### src/rtl/core/lzw_compressor_12bit_assert.svh
// Assertion macros shared by the compressor modules.
`ifndef LZW_COMPRESSOR_12BIT_ASSERT_SVH
`define LZW_COMPRESSOR_12BIT_ASSERT_SVH
`ifndef SYNTHESIS
`define LZW_ASSERT_IMP(label, clk, rst_n, ante, cons) \
    label: assert property (@(posedge clk) disable iff (!rst_n) (ante) |-> (cons)) \
        else $error("assertion failed");
`define LZW_ASSERT_NXT(label, clk, rst_n, ante, cons) \
    label: assert property (@(posedge clk) disable iff (!rst_n) (ante) |=> (cons)) \
        else $error("assertion failed");
`else
`define LZW_ASSERT_IMP(label, clk, rst_n, ante, cons)
`define LZW_ASSERT_NXT(label, clk, rst_n, ante, cons)
`endif
`endif

### src/rtl/core/lzw_pkg.sv
// Package with payload types and constants of the LZW compressor.
package lzw_pkg;
    localparam int unsigned CODE_BITS_DEF     = 12;
    localparam int unsigned TABLE_ENTRIES_DEF = 4095;
    localparam int unsigned FIRST_CODE        = 256;

    localparam logic CMD_DATA = 1'b0;
    localparam logic CMD_END  = 1'b1;

    typedef struct packed {
        logic       command;
        logic [7:0] byte_value;
    } t_in_item;

    typedef struct packed {
        logic [7:0] out_byte;
        logic       last_of_run;
    } t_out_item;

    // Request from the control sequencer to the bit packer.
    // A tail request is the final code of a stream; a flush request may follow it.
    typedef struct packed {
        logic        valid;
        logic        flush;
        logic        last;
        logic        tail;
        logic [15:0] code;
    } t_pack_req;
endpackage

### src/rtl/core/lzw_packer.sv
// Bit packer: splits codes into LSB-first bytes and keeps the partial byte.
`include "lzw_compressor_12bit_assert.svh"
module lzw_packer #(
    parameter int unsigned CODE_BITS = lzw_pkg::CODE_BITS_DEF
) (
    input  logic               i_clk,
    input  logic               i_rst_n,
    input  lzw_pkg::t_pack_req i_req,
    output logic               o_busy,
    output logic               o_pending,
    output logic               o_valid,
    input  logic               i_ready,
    output lzw_pkg::t_out_item o_item
);
    import lzw_pkg::*;

    localparam int unsigned AW = CODE_BITS + 8;

    logic [AW-1:0] r_acc, n_acc;
    logic [4:0]    r_total, n_total;
    logic          r_last, n_last;
    logic          r_tail, n_tail;
    logic          r_flush, n_flush;
    logic          r_active, n_active;
    logic [7:0]    r_buf, n_buf;
    logic [2:0]    r_cnt, n_cnt;
    logic          r_ovalid, n_ovalid;
    t_out_item     r_oitem, n_oitem;

    assign o_busy    = r_active;
    assign o_pending = (r_cnt != 3'd0);
    assign o_valid   = r_ovalid;
    assign o_item    = r_oitem;

    always_comb begin
        n_acc = r_acc; n_total = r_total; n_last = r_last; n_flush = r_flush;
        n_tail = r_tail;
        n_active = r_active; n_buf = r_buf; n_cnt = r_cnt;
        n_ovalid = r_ovalid; n_oitem = r_oitem;
        if (r_ovalid && i_ready) begin
            n_ovalid = 1'b0;
        end
        if (i_req.valid && !r_active) begin
            n_active = 1'b1;
            n_last   = i_req.last;
            n_tail   = i_req.tail;
            n_flush  = i_req.flush;
            if (i_req.flush) begin
                n_acc   = AW'(r_buf);
                n_total = 5'd8;
            end else begin
                n_acc   = AW'(r_buf) | (AW'(i_req.code[CODE_BITS-1:0]) << r_cnt);
                n_total = 5'(r_cnt) + 5'(CODE_BITS);
            end
        end else if (r_active && !n_ovalid) begin
            n_ovalid         = 1'b1;
            n_oitem.out_byte = r_acc[7:0];
            n_acc            = r_acc >> 8;
            n_total          = r_total - 5'd8;
            // The final code of a stream is not last when a partial byte still follows.
            n_oitem.last_of_run = r_last && (n_total < 5'd8) &&
                                  (r_flush || !r_tail || n_total == 5'd0);
            if (n_total < 5'd8) begin
                n_active = 1'b0;
                n_buf    = r_flush ? 8'd0 : n_acc[7:0];
                n_cnt    = r_flush ? 3'd0 : n_total[2:0];
            end
        end
    end

    always_ff @(posedge i_clk) begin
        if (!i_rst_n) begin
            r_active <= 1'b0; r_ovalid <= 1'b0; r_buf <= 8'd0; r_cnt <= 3'd0;
        end else begin
            r_active <= n_active; r_ovalid <= n_ovalid; r_buf <= n_buf; r_cnt <= n_cnt;
        end
        r_acc <= n_acc; r_total <= n_total; r_last <= n_last; r_flush <= n_flush;
        r_tail <= n_tail;
        r_oitem <= n_oitem;
    end

    `LZW_ASSERT_IMP(a_no_req_busy, i_clk, i_rst_n, r_active, !i_req.valid)
    `LZW_ASSERT_NXT(a_hold_out, i_clk, i_rst_n, r_ovalid && !i_ready, r_ovalid && $stable(r_oitem))
    `LZW_ASSERT_IMP(a_total_range, i_clk, i_rst_n, r_active, r_total >= 5'd8)
endmodule
### config.mk
export PLATFORM = sky130hd
export DESIGN_NAME = lzw_packer
export DESIGN_NICKNAME = d
export VERILOG_FILES = /design/src/rtl/core/lzw_pkg.sv /design/src/rtl/core/lzw_packer.sv
export VERILOG_INCLUDE_DIRS = /design/src /design/src/rtl/core
export SDC_FILE = /design/constraint.sdc
export NUM_CORES = 1
export LEC_CHECK = 0
export ABC_AREA = 1
export BUFFER_PORTS_ARGS = -buffer_cell sky130_fd_sc_hd__buf_2
export CORE_ASPECT_RATIO = 0.75
export CORE_MARGIN = 2
export CORE_UTILIZATION = 55
export CTS_CLUSTER_DIAMETER = 40
export DETAILED_ROUTE_END_ITERATION = 16
export GPL_TIMING_DRIVEN = 0
export PLACE_DENSITY = 0.78
export SYNTH_ARGS = -nofsm -noshare
export SYNTH_HDL_FRONTEND = slang
export SYNTH_SLANG_ARGS = --single-unit
### constraint.sdc
create_clock -name i_clk -period 1.9 [get_ports i_clk]
set_clock_uncertainty 0.15 [all_clocks]
set_input_delay 0.19 -clock i_clk [delete_from_list [all_inputs] [get_ports i_clk]]
set_output_delay 0.19 -clock i_clk [all_outputs]
set_load 0.005 [all_outputs]
# After elaboration in Yosys (flattened, before gate mapping)
# Cells that the tools add are included.
# classes
order_cmp	1
reduce_logical	17
muxes	14
bitwise_logic	2
addsub	2
shifts	1
# ops
cell	count
20-bit two-way mux	3
8-bit by 20-bit bitwise OR with 20-bit output	1
12-bit by 3-bit << shifter with 20-bit output	1
5-bit two-way mux	3
8-bit two-way mux	1
1-bit two-way mux	6
3-bit by 4-bit adder with 5-bit output (second input constant)	1
1-bit logical AND	5
5-bit zero test	1
5-bit by 4-bit < comparator with 1-bit output (second input constant)	1
5-bit by 4-bit subtractor with 5-bit output (second input constant)	1
2-bit AND reduction	2
2-bit nonzero test	2
1-bit zero test	3
3-bit two-way mux	1
3-bit AND reduction	1
3-bit nonzero test	1
1-bit logical OR	2
1-bit inverter	1
# totals
ff_bits	50
out_inout_bits	12

# Logic depth before layout (Yosys ltp)
# Gate-level depths: netlist (run 1).
# depth
word_depth	6
mapped_depth	8
ltp_nobuf	7

# Worst setup path before layout (run 1)
# Ideal clock, no wire load.
# synth_timing
path_kind	reg2reg
from	reg r_active, in the netlist o_busy
to	reg r_acc[0], enable pin
t_arrival_ps	1214
path_slack_ps	159
synth_period_minus_slack_ps	1741
required_time_ps	1372
path_stages_with_launch	5
path_buffers	1
cell_sequence	dfxtp_1 nor2_4 inv_2 buf_4 nand2_1
# synth_via
elab_chain_len	3
word_cells_on_any_way	4
cone_classes	reduce/logical: 4
# synth_lines
element	line_no	text
start: declaration	lzw_packer.sv:24	logic r_active, n_active;
start signal: assignment	lzw_packer.sv:75	r_active <= n_active; r_ovalid <= n_ovalid; r_buf <= n_buf; r_cnt <= n_cnt;
1-bit zero test	lzw_packer.sv:43	if (i_req.valid && !r_active) begin
1-bit logical AND	lzw_packer.sv:43	
2-bit nonzero test (no line) *	-	
end signal: assignment	lzw_packer.sv:77	r_acc <= n_acc; r_total <= n_total; r_last <= n_last; r_flush <= n_flush;
end: declaration	lzw_packer.sv:19	logic [AW-1:0] r_acc, n_acc;
# Every way passes the cells marked *; elsewhere a longest branch is shown, timed or not.
# A chain may end at the register's enable or synchronous reset.

# Worst setup path after layout (run 1)
# layout_timing
from	reg r_active, in the netlist o_busy
to	reg r_acc[11], enable pin
# The elaborated chain is that of the path after synthesis.

==> metrics.yaml, run 1 <==
timing:
  hold_viol: 0
  rsz0062_at_grt: "no"
  fmax_mhz: 567
  setup_viol: 0
  tns_ps: 0
  worst_slack_ps: 137
  worst_pin_slew_ps: 529
  fin_crit_ps: 1760
  slew_viol_final: 0
  slew_headroom_pct: 64.6
  fin_crit_sh_pct: 92.8
cells_and_area:
  diodes: 0
  area_delta_synth_final_pct: 15.8
  layout.nets: 312
  drive_above_1_share_pct: 20.8
synth:
  synth.area.top_cells: "edfxtp_1 47%, dfxtp_1 11%, nand3_1 11%"
  synth_edf_count: 36
  synth_top_area_share_pct: 47.2
  netlist_instances: 248
  yosysWarnings: 0
  synth_top_cell_by_area: "edfxtp_1"
  ys_ff_latch: 49
  yosysUniqueCellTypes: 28
  yosysSeqAreaShare_pct: 58.5
  syn_area_per_cell_sq_um: 9.24
  syn_area_sq_um: 2290
  async_reset_ff_share_pct: 0
  synth_flop_cell: "edfxtp_1"
  syn-num-nets: 272
global_route:
  antenna_found_initial: 0
  grt_pass1_wl_um: 7600
  grt_pass1_vias: 1675
  grt_max_degree: 22
  gr-usage-all-layers_pct: 22.0
  overflow: 0
hold_path:
  min_path_cells: 3
  hold_class: "in2reg"
place:
  dp_hpwl_um: 3510
  place_congestion: 0.994
  port_buffers: 30
  dp_slack_ps: -152
cts:
  clk_latency_ps: 300
  cts_made_buffers: 5
  clock-root-buffer: "clkbuf_8"
  ctsHtreeMaxLevel: 2
  cts_setup_buffers: 0
  clock_sinks: 49
  clock_path_buffers: 2
  path_clk_slew_ps: 80
  cts_tree: "yes"
die:
  row_count: 20
  start_util_pct: 56.9
  die_x_um: 78.5
  dieArea_sq_um: 4700
  boundaryPins: 35
  coreArea_sq_um: 4030
  floorplan.die.height_um: 59.9
drt:
  drc: 0
  detail_route.wl_per_cell_um: 13.5
  route.vias.total: 1860
  viasPerCell: 5.41
  drtIter0Drc: 177
  ant_nets: 0
  first_pass_iters: 4
  drt-total-wl_um: 4660
critical_path:
  required_ps: 1690
  path_class: "reg2reg"
  critPathSlowestCell: "nand2_2"
  cpPeakStageDelay_ps: 410
  r2r_cells: 4
  worst_ep_arrival_time_ps: 1550
  start_kind: "register"
  cp_max_fo: 21
  end_kind: "register"
  crit_chain: "nor2_4 > inv_2 > buf_4 > nand2_2"
job:
  cap_violations: 0
power:
  p_leak_nw: 1.12
  cellPowerDensity_nw_per_um2: 847
  vdd_drop_max_v: 0.000584
run_status:
  status: "complete, no violations"
cells in the final DEF, fill, tap and decap left out, types with 3 or more instances in the layout:
cell type	count
nand2_1	56
nand3_1	52
edfxtp_1	36
buf_2	32
inv_1	25
o21ai_0	14
dfxtp_1	13
nor2_1	11
o211ai_1	5
a21oi_1	5
clkbuf_8	5
inv_2	4
buf_4	4
nand2_2	3
dlygate4sd3_1	3
timing repair:
action                                 in CTS  in global routing
hold buffers                                3                  0
gates resized for setup                     2                  0
setup endpoints to repair                  22                  0
endpoints found under the hold margin       3                  0
layer usage:
metal	vias up	GRT usage (%)	share of wire [%]	wire length, um
met5	-	0	0	0
met4	0	9.27	0.34	16
met3	2	5.29	7.2	335
met2	71	34.9	49	2280
met1	858	29.3	44	2030
li1	929	-	-	-
path summary, 6_finish.rpt:
path	from	slack [ps]	endpoint
min	i_req[19]	60	o_busy
min reg2reg	r_acc[1]	280	o_item[2]
max reg2reg	o_busy	140	r_acc[11]
max	o_busy	140	r_acc[11]
cell type report:
cell class	count	area (sq um)
plain buffers	8	55.1
well taps	55	68.8
inverters	29	109
repair buffers	33	180
flip-flops and latches	49	1340
clock inverters	1	5.00
multi-input cells	162	796
fillers	340	1380
clock buffers	7	97.6
cells by family after synthesis:
group / Yosys count / synth area share [%]
DFF: 49 / 58.5
and+or+nand+nor: 131 / 26.1
buffers and inverters: 37 / 7.15
adders and majority gates: 1 / 0.546
AOI/OAI and AO/OA: 30 / 7.70
synthesized netlist by cell type (4+ instances only):
| cell type | instances |
|---|---|
| nand3_1 | 52 |
| a21oi_1 | 5 |
| inv_2 | 4 |
| nor2_1 | 11 |
| nand2_1 | 57 |
| buf_4 | 4 |
| edfxtp_1 | 36 |
| dfxtp_1 | 13 |
| o211ai_1 | 5 |
| inv_1 | 25 |
| o21ai_0 | 14 |
metrics by stage:
step / utilization (%) / power [mW] / hold slack, ps / area (sq um) / cells
6_report: 65.8 / 2.25 / 56.9 / 2650 / 344
5_1_grt: 65.8 / 2.36 / 44.3 / 2650 / 344
4_1_cts: 65.8 / 2.27 / 37.4 / 2650 / 344
3_5_place_dp: 62.3 / 1.61 / 218 / 2510 / 333
3_3_place_gp: 62.3 / 1.60 / 217 / 2510 / 333
2_1_floorplan: - / 1.50 / 139 / 2290 / 248
state kept, by name, indices dropped and copies added, names as in the netlist:
register	count
r_total	5
r_buf	8
r_last	1
o_item	9
o_busy	1
r_tail	1
r_cnt	3
r_acc	19
r_flush	1
o_valid	1
power breakdown:
group / internal, mW / switching [mW] / leakage, nW
sequential: 1.27 / 0.0338 / 0.464
clock: 0.337 / 0.315 / 0.0534
combinational: 0.104 / 0.188 / 0.600
worst max-delay path: cells and delay by family, from the launching register on:
kind	cells	cell delay [ps]
simple gates	2	610
flops	1	360
buf+inv	2	270
Note: power is estimated with default switching activity, not from simulation.
==> run 2, diff against run 1 <==
CELL_PAD_IN_SITES_DETAIL_PLACEMENT = 0   (was unset)
CELL_PAD_IN_SITES_GLOBAL_PLACEMENT = 1   (was unset)
CORE_UTILIZATION = 43   (was 55)
PLACE_DENSITY = unset   (was 0.78)
PLACE_DENSITY_LB_ADDON = 0.1   (was unset)
==> run 2 against run 1 <==
  * Register-to-register slack about the same
  * Highest routed layer unchanged
  * Sequential share of layout area decreased by 0.54 points
  * Non-clock buffer count unchanged
  * Critical path depth increased by 3
  * Global-route usage decreased by 3.0 points
  * Maximum frequency decreased by 0.33%
  * Flip-flop and latch count unchanged
  * Via count decreased by 1.6%
  * Largest cell class unchanged
  * Total power increased by 3.6%
  * Core utilization decreased by 12 points
==> metrics.yaml, run 2 (synthesized netlist as in run 1, its figures left out) <==
global_route:
  gr-usage-all-layers_pct: 19.0  # -3.0 points
  overflow: 0  # unchanged
  grt_pass1_wl_um: 8270  # +8.8%
  grt_max_degree: 22  # unchanged
  antenna_found_initial: 0  # unchanged
  grt_pass1_vias: 1654  # -1.3%
cts:
  cts_tree: "yes"
  clock-root-buffer: "clkbuf_8"
  cts_setup_buffers: 0  # unchanged
  ctsHtreeMaxLevel: 2  # unchanged
  cts_made_buffers: 5  # unchanged
  clk_latency_ps: 300  # about the same
  path_clk_slew_ps: 90  # about the same
  clock_path_buffers: 2  # unchanged
  clock_sinks: 49  # unchanged
cells_and_area:
  mostFrequentLayoutCells: "56 x nand2_1, 52 x nand3_1, 36 x edfxtp_1, 32 x buf_2, 25 x inv_1"
  mostFrequentLayoutCell: "nand2_1"
  layout.nets: 312  # unchanged
  diodes: 0  # unchanged
  area_delta_synth_final_pct: 17.0
  drive_above_1_share_pct: 20.8  # unchanged
  regMostFlops: "r_acc"
  largest_reg_flops: 19  # unchanged
  fin_cells: 361  # +4.9%
power:
  p_leak_nw: 1.12  # -0.14%
  switching_share_pct: 24.4  # +0.55 points
  combPwrFrac_pct: 12.7  # -0.3 points
  clkPwrFrac_pct: 31.5  # +2.5 points
  vdd_drop_max_v: 0.000492  # -16%
  p_int_mw: 1.76  # +2.9%
  switchingPower_mw: 0.568  # +6.0%
  cellPowerDensity_nw_per_um2: 868  # +2.5%
  p_seq_share_pct: 55.8  # -2.2 points
place:
  port_buffers: 30  # unchanged
  place_inst: 350  # +5.1%
  place_congestion: 0.847  # -15%
  dp_hpwl_um: 3790  # +8.0%
drt:
  drtIter0Drc: 111  # -37%
  drt-total-wl_um: 5030  # +7.9%
  drc: 0  # unchanged
  detail_route.wl_per_cell_um: 13.9  # +2.8%
  route.vias.total: 1830  # -1.6%
  first_pass_iters: 4  # unchanged
  ant_nets: 0  # unchanged
  viasPerCell: 5.07  # -6.2%
die:
  start_util_pct: 45.7  # -11 points
  dieArea_sq_um: 5930  # +26%
  die_x_um: 88.3  # +12%
  row_count: 22  # +10%
  boundaryPins: 35  # unchanged
  coreArea_sq_um: 5010  # +24%
  floorplan.die.height_um: 67.2  # +12%
critical_path:
  start_kind: "input port"
  required_ps: 1890  # +200 ps
  end_kind: "register"
  worst_ep_arrival_time_ps: 1760  # +210 ps
  cp_max_fo: 7  # -67%
  path_class: "in2reg"
timing:
  fmax_mhz: 565  # -0.33%
  slew_viol_final: 0  # unchanged
  fin_crit_ps: 1770  # +5.77 ps
  rsz0062_at_grt: "no"
  worst_pin_slew_ps: 565  # +35.7 ps
  fin_crit_sh_pct: 93.1  # +0.30 points
  setup_viol: 0  # unchanged
  slew_headroom_pct: 62.3  # -2.3 points
  hold_viol: 0  # unchanged
  fin_hold_ws_ps: 43.5  # -13.4 ps
run_status:
  status: "complete, no violations"
job:
  cap_violations: 0  # unchanged
hold_path:
  hold_class: "in2reg"
[run 2: repair_timing]
item                                   4_1_cts  5_1_grt
hold buffers                                 3        0
endpoints found under the hold margin        3        0
setup endpoints to repair                   23        0
gates resized for setup                      2        0
[run 2: area by class of cell]
cell class | count | area, sq um
buffer | 8 | 55.1
sequential | 49 | 1340
fill | 475 | 2330
clock inverter | 3 | 41.3
inverter | 29 | 109
tap | 72 | 90.1
timing repair buffer | 33 | 180
multi-input combinational | 162 | 796
clock buffer | 5 | 68.8
[run 2: worst paths after layout]
kind	from	to	slack [ps]	depth (start not counted)
hold / removal	i_req[19]	o_busy	40	3
hold reg to reg	r_acc[0]	o_item[1]	270	0
setup / recovery	i_req[18]	r_acc[2]	130	7
setup reg to reg	o_busy	r_acc[8]	150	4
[run 2: routing by layer]
layer,GRT usage (%),vias up,part of all wire [%]
met5,0,-,0
met1,27.9,854,50
li1,-,924,-
met4,5.68,0,1.3
met2,28.5,45,44
met3,3.67,7,4.6
[run 2: worst max-delay path, stage by stage]
cell and delay (ps):
dlygate4sd3_1 530, buf_2 140, nor2_2 250, nand2_1 230, inv_2 200, nand3_1 110, o211ai_1 100
[run 2: power groups by stage]
stage / Sequential (mW) / Clock, mW / Combinational, mW
after floorplan: 1.32 / 0 / 0.182
after global placement: 1.32 / 0 / 0.289
after global routing: 1.31 / 0.793 / 0.336
after detailed placement: 1.32 / 0 / 0.287
final: 1.30 / 0.733 / 0.295
after CTS: 1.30 / 0.742 / 0.296
[run 2: through the flow]
step	setup TNS [ps]	area, sq um	power, mW	utilization [%]	setup slack (ps)
2_1_floorplan	0	2290	1.50	-	159
3_3_place_gp	-2960	2530	1.61	50.5	-138
3_5_place_dp	-3170	2530	1.61	50.5	-149
4_1_cts	0	2680	2.34	53.5	129
5_1_grt	0	2680	2.44	53.5	6.62
6_report	0	2680	2.33	53.5	132
